### config.mk
export PLATFORM = sky130hd
export DESIGN_NAME = vapc_front
export DESIGN_NICKNAME = d
export VERILOG_FILES = /design/src/rtl/vapc_pkg.sv /design/src/rtl/vapc_front.sv
export SDC_FILE = /design/constraint.sdc
export NUM_CORES = 2
export LEC_CHECK = 0
export BUFFER_PORTS_ARGS = -buffer_cell sky130_fd_sc_hd__buf_2
export CAP_MARGIN = 40
export CORE_MARGIN = 3
export CORE_UTILIZATION = 30
export CTS_CLUSTER_SIZE = 28
export DETAILED_ROUTE_END_ITERATION = 8
export GPL_ROUTABILITY_DRIVEN = 0
export MAX_ROUTING_LAYER = met4
export PLACE_DENSITY_LB_ADDON = 0.08
export SLEW_MARGIN = 25
export SYNTH_ARGS = -nofsm -noshare
export SYNTH_HDL_FRONTEND = slang
export SYNTH_SLANG_ARGS = --single-unit
### constraint.sdc
create_clock -name clk -period 11.5 [get_ports clk]
set_input_delay 0.575 -clock clk [delete_from_list [all_inputs] [get_ports clk]]
set_output_delay 0.575 -clock clk [all_outputs]
set_load 0.005 [all_outputs]
### src/rtl/vapc_pkg.sv
// Shared types, constants and tables for the visual angle pixel converter.
`default_nettype none
package vapc_pkg;

  localparam int CORDIC_STEPS_DEF    = 16;
  localparam int ANGLE_FRAC_BITS_DEF = 8;

  localparam int XW       = 56;
  localparam int ZW       = 34;
  localparam int DIV_BITS = 20;
  localparam int REM_W    = 64;

  localparam logic signed [35:0] RAD_PER_DEG_Q40 = 36'sd19190098069;
  localparam logic signed [22:0] DEG_PER_RAD_Q16 = 23'sd3754936;
  localparam logic signed [19:0] PIX_MAX = 20'sd524287;
  localparam logic signed [19:0] PIX_MIN = -20'sd524288;

  typedef enum logic [1:0] {
    REQ_A2P = 2'd0,
    REQ_P2A = 2'd1,
    REQ_L2A = 2'd2,
    REQ_NONE = 2'd3
  } req_t;

  typedef enum logic [2:0] {
    REG_DIST = 3'd0,
    REG_WIDTH = 3'd1,
    REG_RES = 3'd2,
    REG_DENS = 3'd3,
    REG_SRC = 3'd4
  } reg_idx_t;

  typedef struct packed {
    logic [11:0] dist_mm;
    logic [11:0] width;
    logic [12:0] res;
    logic [15:0] dens;
    logic        src;
  } cfg_t;

  typedef struct packed {
    req_t                   req;
    logic                   rot;
    logic                   a_neg;
    logic [28:0]            n;
    logic [11:0]            m;
    logic signed [XW-1:0]   x;
    logic signed [XW-1:0]   y;
    logic signed [ZW-1:0]   z;
  } cord_t;

  typedef struct packed {
    req_t               req;
    logic               a_neg;
    logic               y_neg;
    logic               x_pos;
    logic [59:0]        mag;
    logic [42:0]        den;
    logic signed [56:0] angp;
  } post_t;

  typedef struct packed {
    req_t                req;
    logic                a_neg;
    logic                y_neg;
    logic                x_pos;
    logic                presat;
    logic [REM_W-1:0]    rem;
    logic [43:0]         d2;
    logic [DIV_BITS-1:0] q;
    logic signed [15:0]  ang;
  } div_t;

  function automatic logic [31:0] atan_q30(input int k);
    logic [31:0] r;
    case (k)
      0: r = 32'h3243F6A8;  1: r = 32'h1DAC6705;  2: r = 32'h0FADBAFC;
      3: r = 32'h07F56EA6;  4: r = 32'h03FEAB76;  5: r = 32'h01FFD55B;
      6: r = 32'h00FFFAAA;  7: r = 32'h007FFF55;  8: r = 32'h003FFFEA;
      9: r = 32'h001FFFFD;  10: r = 32'h000FFFFF; 11: r = 32'h0007FFFF;
      12: r = 32'h0003FFFF; 13: r = 32'h0001FFFF; 14: r = 32'h0000FFFF;
      15: r = 32'h00007FFF; 16: r = 32'h00003FFF; 17: r = 32'h00001FFF;
      18: r = 32'h00000FFF; 19: r = 32'h000007FF; 20: r = 32'h000003FF;
      21: r = 32'h000001FF; 22: r = 32'h000000FF; 23: r = 32'h0000007F;
      24: r = 32'h0000003F; 25: r = 32'h0000001F; 26: r = 32'h0000000F;
      27: r = 32'h00000008; 28: r = 32'h00000004; 29: r = 32'h00000002;
      30: r = 32'h00000001;
      default: r = 32'h00000000;
    endcase
    return r;
  endfunction

endpackage
`default_nettype wire

### src/rtl/vapc_front.sv
// Input stages: angle scaling, density products and CORDIC start vectors.
`default_nettype none
module vapc_front import vapc_pkg::*; #(
  parameter int ANGLE_FRAC_BITS = ANGLE_FRAC_BITS_DEF
) (
  input  wire logic               clk,
  input  wire logic               rst,
  input  wire logic               adv,
  input  wire logic               in_take,
  input  wire cfg_t               cfg,
  input  wire logic [1:0]         req_type,
  input  wire logic signed [15:0] angle_in,
  input  wire logic signed [19:0] pixels_in,
  input  wire logic signed [16:0] length_in,
  output logic                    out_v,
  output cord_t                   out_d
);

  localparam int ALIM = 90 * (1 << ANGLE_FRAC_BITS) - 1;
  localparam int RSH  = 10 + ANGLE_FRAC_BITS;

  typedef struct packed {
    req_t               req;
    logic               a_neg;
    logic               src;
    logic signed [51:0] radp;
    logic [24:0]        nres;
    logic [27:0]        ndens;
    logic signed [32:0] pw;
    logic signed [19:0] p;
    logic signed [16:0] len;
    logic [11:0]        dist_mm;
    logic [11:0]        width;
  } s1_t;

  s1_t              s1;
  s1_t              s1_next;
  logic             s1_v;
  logic signed [15:0] a_cl;
  cord_t            c_next;
  logic [51:0]      rmag;
  logic [51:0]      rnd;
  logic signed [ZW-1:0] zr;
  logic signed [XW-1:0] bv;
  logic signed [XW-1:0] av;

  always_comb begin
    a_cl = angle_in;
    if (int'(angle_in) > ALIM) a_cl = 16'(ALIM);
    if (int'(angle_in) < -ALIM) a_cl = 16'(-ALIM);
    s1_next.req     = req_t'(req_type);
    s1_next.a_neg   = a_cl[15];
    s1_next.src     = cfg.src;
    s1_next.radp    = 52'(a_cl) * 52'(RAD_PER_DEG_Q40);
    s1_next.nres    = 25'(cfg.res) * 25'(cfg.dist_mm);
    s1_next.ndens   = 28'(cfg.dens) * 28'(cfg.dist_mm);
    s1_next.pw      = 33'(pixels_in) * $signed({21'd0, cfg.width});
    s1_next.p       = pixels_in;
    s1_next.len     = length_in;
    s1_next.dist_mm = cfg.dist_mm;
    s1_next.width   = cfg.width;
  end

  always_ff @(posedge clk) begin
    if (rst) begin
      s1_v <= 1'b0;
    end else if (adv) begin
      s1_v <= in_take;
    end
    if (adv) s1 <= s1_next;
  end

  always_comb begin
    rmag = s1.radp[51] ? 52'(-s1.radp) : 52'(s1.radp);
    rnd  = (rmag + (52'd1 << (RSH - 1))) >> RSH;
    zr   = s1.radp[51] ? -ZW'($signed({1'b0, rnd})) : ZW'($signed({1'b0, rnd}));
    c_next.req   = s1.req;
    c_next.a_neg = s1.a_neg;
    c_next.n     = s1.src ? 29'(s1.ndens) : {s1.nres, 4'd0};
    c_next.m     = s1.src ? 12'd16 : s1.width;
    if (s1.req == REQ_L2A) begin
      av = XW'(s1.len);
      bv = XW'({s1.dist_mm, 4'd0});
    end else if (s1.src) begin
      av = XW'(s1.p) <<< 4;
      bv = XW'(s1.ndens);
    end else begin
      av = XW'(s1.pw);
      bv = XW'({s1.nres, 4'd0});
    end
    if (s1.req == REQ_A2P) begin
      c_next.rot = 1'b1;
      c_next.x   = XW'(1) <<< 29;
      c_next.y   = '0;
      c_next.z   = zr;
    end else begin
      c_next.rot = 1'b0;
      c_next.x   = bv <<< 20;
      c_next.y   = av <<< 20;
      c_next.z   = '0;
    end
  end

  always_ff @(posedge clk) begin
    if (rst) begin
      out_v <= 1'b0;
    end else if (adv) begin
      out_v <= s1_v;
    end
    if (adv) out_d <= c_next;
  end

endmodule
`default_nettype wire

**After elaboration in Yosys (flattened, before gate mapping)**

Index checks and enable logic that the tools add are counted.

- Add/subtract/negate cells: 3
- $mul: 4
- $lt $le $gt $ge: 2
- Eq/ne operators: 1
- Mux-type cells: 10
- Bitwise logic cells: 1
- Reduce and logical (&&, ||, !) cells: 4

Operators with widths:

| kind | number |
|---|---|
| 36-bit 2-to-1 mux | 2 |
| 28-bit 2-to-1 mux | 2 |
| 52-bit by 18-bit adder with 52-bit output, second input constant | 1 |
| 16-bit by 36-bit multiplier with 52-bit output, second input constant | 1 |
| 52-bit 2-to-1 mux | 1 |
| 52-bit negator | 1 |
| 16-bit 2-to-1 mux | 3 |
| 34-bit 2-to-1 mux | 1 |
| 34-bit negator | 1 |
| 20-bit by 13-bit multiplier with 33-bit output | 1 |
| 16-bit by 12-bit multiplier with 28-bit output | 1 |
| 13-bit by 12-bit multiplier with 25-bit output | 1 |
| 16-bit greater-than comparator, second input constant | 1 |
| 16-bit < comparator, second input constant | 1 |
| 3-bit OR reduction | 2 |
| 2-bit == test, second input constant | 1 |
| 2-bit logical NOT | 1 |
| 2-bit OR reduction | 1 |
| 1-bit 2-to-1 mux | 1 |
| 1-bit NOT | 1 |

- Register bits after elaboration: 389
- Output and inout port bits: 192

**Logic depth before layout (Yosys ltp)**

- Depth in word-level cells: 5
- Depth in mapped cells: 31
- Mapped depth without buffers: 30

**Worst setup path before layout**

Ideal clock, no wire load.

- Path type: input -> register
- Start: input angle_in[5]
- End: register s1[195] (netlist bit), data pin
- Arrival: 7.559 ns
- Required time: 11.235 ns
- Slack: 3.676 ns
- Stages on the path: 27
- Path buffers: 1
- Path through: nor4_1 a311oi_1 o31ai_1 nand3_1 clkbuf_1 o21ai_0 inv_1 ha_1 ha_1 inv_1 fa_1 fa_1 fa_1 fa_1 inv_1 ha_1 and3_1 a311oi_1 o21ai_0 a211oi_1 o21ai_0 a221o_1 a2111oi_0 o21ai_0 a31oi_1 or4_1 nand3_1

RTL lines:

| element | line | RTL |
|---|---|---|
| from (decl) | vapc_front.sv:12 | `input wire logic signed [15:0] angle_in,` |
| to (signal assigned) | vapc_front.sv:70 | `if (adv) s1 <= s1_next;` |
| to (decl) | vapc_front.sv:36 | `s1_t s1;` |

==> parameters.txt <==
Parameter                              Value

Outcome
  Status    finished, final reports clean

STA
  Max Transition Viols Final    0
  Skew final    around 31 ps
  Worst slack on hold paths    approximately 130 ps
  Final-report hold violation count    0
  Headroom to the max-slew limit    0.380
  Aggregate negative setup slack    0 ps
  Max Clk Rate    between 100 and 150 MHz
  Final setup violation count    0
  Unrepaired setup endpoints after global routing    no
  Fraction of the cycle the final worst path needs    0.800
  Shortest period the worst path allows    9200 ps
  Worst Tran Pin Value    907 ps

Clocking
  Clock buffers created by TritonCTS    between 40 and 50
  CTS sink cnt    between 300 and 400
  Post-CTS setup repair buffer count    0
  Clock slew at the register clock pins of the worst setup and hold paths    60 ps
  Number of buffers inserted by hold repair at cts    0
  Clock tree root driver cell    sky130_fd_sc_hd__clkbuf_16
  Quantity of gates resized following cts    0
  Maximum clock path buffer count    3
  Clock latency of the later-clocked register in the worst-skew pair    roughly 620 ps
  H-tree depth reported by CTS    2
  Clock tree from TritonCTS    done

Final layout
  Filler cells    14,800
  Final standard cell count with taps included and fillers excluded    6,314
  Total number of nets in the final design    between 5,000 and 6,000
  Area Overhead vs Synth    10.4%
  Share of final-layout standard cells stronger than drive strength 1    0.0932
  Final instance area    ~48,000 sq um

Global routing
  Largest net degree at the start of global routing    85
  Antenna violations before repair    11
  Overflow after GRT    0
  Number of global-route vias before repair    31,300
  First-pass GRT wire length    between 150,000 and 200,000 um
  Global Route Usage Sum    0.170

Setup path
  Endpoint type of the worst setup path    register
  Worst setup path class    input port to register
  Slowest Stage Delay on Critical Path    between 800 and 900 ps
  Reg-to-reg startpoint    s1[149]
  Highest fanout seen on the critical path    13
  Endpoint of the worst register-to-register path    out_d[33]
  Worst Reg2Reg Path Length in Cells    13
  Library cell contributing the largest single delay on the critical path    sky130_fd_sc_hd__a2111oi_0
  Arrival time worst endpoint    around 9600 ps
  Setup slack of the worst register-to-register path    5960 ps
  Worst setup SP type    input port
  Req. time, crit path    11,860 ps
  Most frequent cell on the critical path    sky130_fd_sc_hd__o21ai_0

Logic synthesis
  Seq/Total Area, Yosys    0.241
  Commonest register cell after synthesis    sky130_fd_sc_hd__edfxtp_1
  Async S/R FF share, synth    0
  Number of enable flip-flop cells after synthesis    between 300 and 400
  Number of storage elements in the synthesis netlist    approximately 350
  Largest area contributor in the netlist    sky130_fd_sc_hd__fa_1
  Area share of the largest cell type after synthesis    0.298
  Average cell area after synthesis    between 10 and 15 sq um
  Cell types with the largest area share after synthesis    sky130_fd_sc_hd__fa_1 (30%), sky130_fd_sc_hd__edfxtp_1 (24%), sky130_fd_sc_hd__ha_1 (12%)
  Synth cell types    a little under 90
  Post-synthesis instance total    4,219
  Post-synth design cell area    approximately 43,000 sq um
  Warning count from the yosys run    0

Place
  Instance area after placement    about 46,000 sq um
  Dpl hpwl    around 95,000 um
  Number of port buffers    around 260
  Placed Instances    ~6,200

Route
  Total wirelength of the detailed-routed design    ~120,000 um
  Number of DRC violations after detailed-routing iteration 0    around 1,300
  Routed wire length on met2    approximately 59,000 um
  Wire length on met1    around 54,000 um
  Number of DRC violations after detailed routing    0
  Post-DRT Antenna Nets    0
  Detail-routed via count per cell    4.59
  Metal3 WL    4120 um
  Initial DRT Pass Iterations    5
  Highest signal layer in the routed design    met4
  Routed wire length per instance    ~19 um
  DR vias    ~29,000

Floorplanning
  Die Wd    385 um
  Area enclosed by the die boundary    between 100,000 and 150,000 sq um
  Number of placement rows    138
  I/O pin count    approximately 310
  Overall die height    between 300 and 400 um
  Core area    142,000 sq um
  Starting density of the core    0.303

Hold path
  Number of instances on the worst hold path    2
  Worst hold path startpoint    rst
  Hold Crit Class    input port to register
  End point of the most critical hold path    out_v

Job
  Maxcap violations    0
cells by family (layout without fill, tap and decap cells):
group / Yosys count / count (layout) / share of synthesized area
AND/OR/NAND/NOR: 1100 / 1100 / 0.128
buffers and inverters: 1052 / 1208 / 0.0967
adder cells (fa/ha/maj): 1051 / 1051 / 0.417
AO/OA/AOI/OAI: 427 / 427 / 0.0657
flip-flops: 346 / 346 / 0.241
XOR/XNOR: 193 / 193 / 0.0394
multiplexers: 49 / 49 / 0.0121
other: 1 / 50 / 0.0000871
cells in the mapped netlist (27+ instances only):
cell type,count
sky130_fd_sc_hd__inv_1,841
sky130_fd_sc_hd__xnor2_1,112
sky130_fd_sc_hd__buf_4,50
sky130_fd_sc_hd__a21o_1,39
sky130_fd_sc_hd__nor2b_1,30
sky130_fd_sc_hd__ha_1,409
sky130_fd_sc_hd__a21oi_1,98
sky130_fd_sc_hd__nand2_1,451
sky130_fd_sc_hd__fa_1,641
sky130_fd_sc_hd__nand3_1,27
sky130_fd_sc_hd__clkbuf_1,151
sky130_fd_sc_hd__and2_1,251
sky130_fd_sc_hd__o21ai_0,102
sky130_fd_sc_hd__xor2_1,80
sky130_fd_sc_hd__edfxtp_1,344
sky130_fd_sc_hd__and3_1,33
sky130_fd_sc_hd__nor3_1,46
sky130_fd_sc_hd__nor2_1,132
layout by cell type (no fill, tap or decap), types with 27 or more instances in the layout:
cell                          n
sky130_fd_sc_hd__ha_1       409
sky130_fd_sc_hd__edfxtp_1   344
sky130_fd_sc_hd__nor2b_1     29
sky130_fd_sc_hd__buf_2      259
sky130_fd_sc_hd__xor2_1      80
sky130_fd_sc_hd__xnor2_1    112
sky130_fd_sc_hd__nor2_1     131
sky130_fd_sc_hd__nor3_1      46
sky130_fd_sc_hd__and3_1      33
sky130_fd_sc_hd__inv_1      841
sky130_fd_sc_hd__and2_1     251
sky130_fd_sc_hd__conb_1      47
sky130_fd_sc_hd__fa_1       641
sky130_fd_sc_hd__a21o_1      39
sky130_fd_sc_hd__a21oi_1     98
sky130_fd_sc_hd__nand2_1    451
sky130_fd_sc_hd__o21ai_0    102
sky130_fd_sc_hd__nand3_1     27
sky130_fd_sc_hd__clkbuf_16   46
registers in the layout (all words and copies together) (netlist names):
register,cells
c_next,3
s1_v,1
s1,200
out_d,141
out_v,1
cell type report:
class,instances,area [sq um],area share
multi-input combinational,2867,28700,0.603
sequential,346,10400,0.218
inverter,841,3160,0.0664
tap,1890,2360,0.0497
timing repair buffer,284,1550,0.0326
clock buffer,53,1180,0.0248
clock inverter,30,225,0.00474
antenna,3,7.51,0.000158
how the worst max path moves through the flow:
stage / slack [ps] / start / to / cells past startpoint
after floorplan: 3680 / angle_in[5] / s1[195] / 27
after global placement: 1570 / angle_in[14] / s1[195] / 28
after detailed placement: 1740 / angle_in[5] / s1[196] / 29
after CTS: 2410 / angle_in[5] / s1[196] / 29
after global routing: 1580 / angle_in[5] / s1[195] / 29
final: 2300 / angle_in[5] / s1[195] / 29
critical path: cells and delay by family:
family          cells  cell delay (ps)
buf+inv             4              570
compound gates     13             4720
simple gates        5             1010
fa+ha+maj           7             2670
metal layers:
layer,global-route usage,up-vias
met3,0.0198,104
met1,0.221,14700
met2,0.289,472
met4,0.0332,0
li1,-,13700
met5,-,-
metrics by stage:
stage | worst slack, ps | utilization
detailed placement | 1740 | 0.325
CTS | 2410 | 0.335
global route | 1580 | 0.335
global placement | 1570 | 0.324
finish | 2300 | 0.335
floorplan | 3680 | -
Power is left out: the tool's default activity adds up to more than one toggle a clock period on the data nets, which glitch-free logic cannot reach.
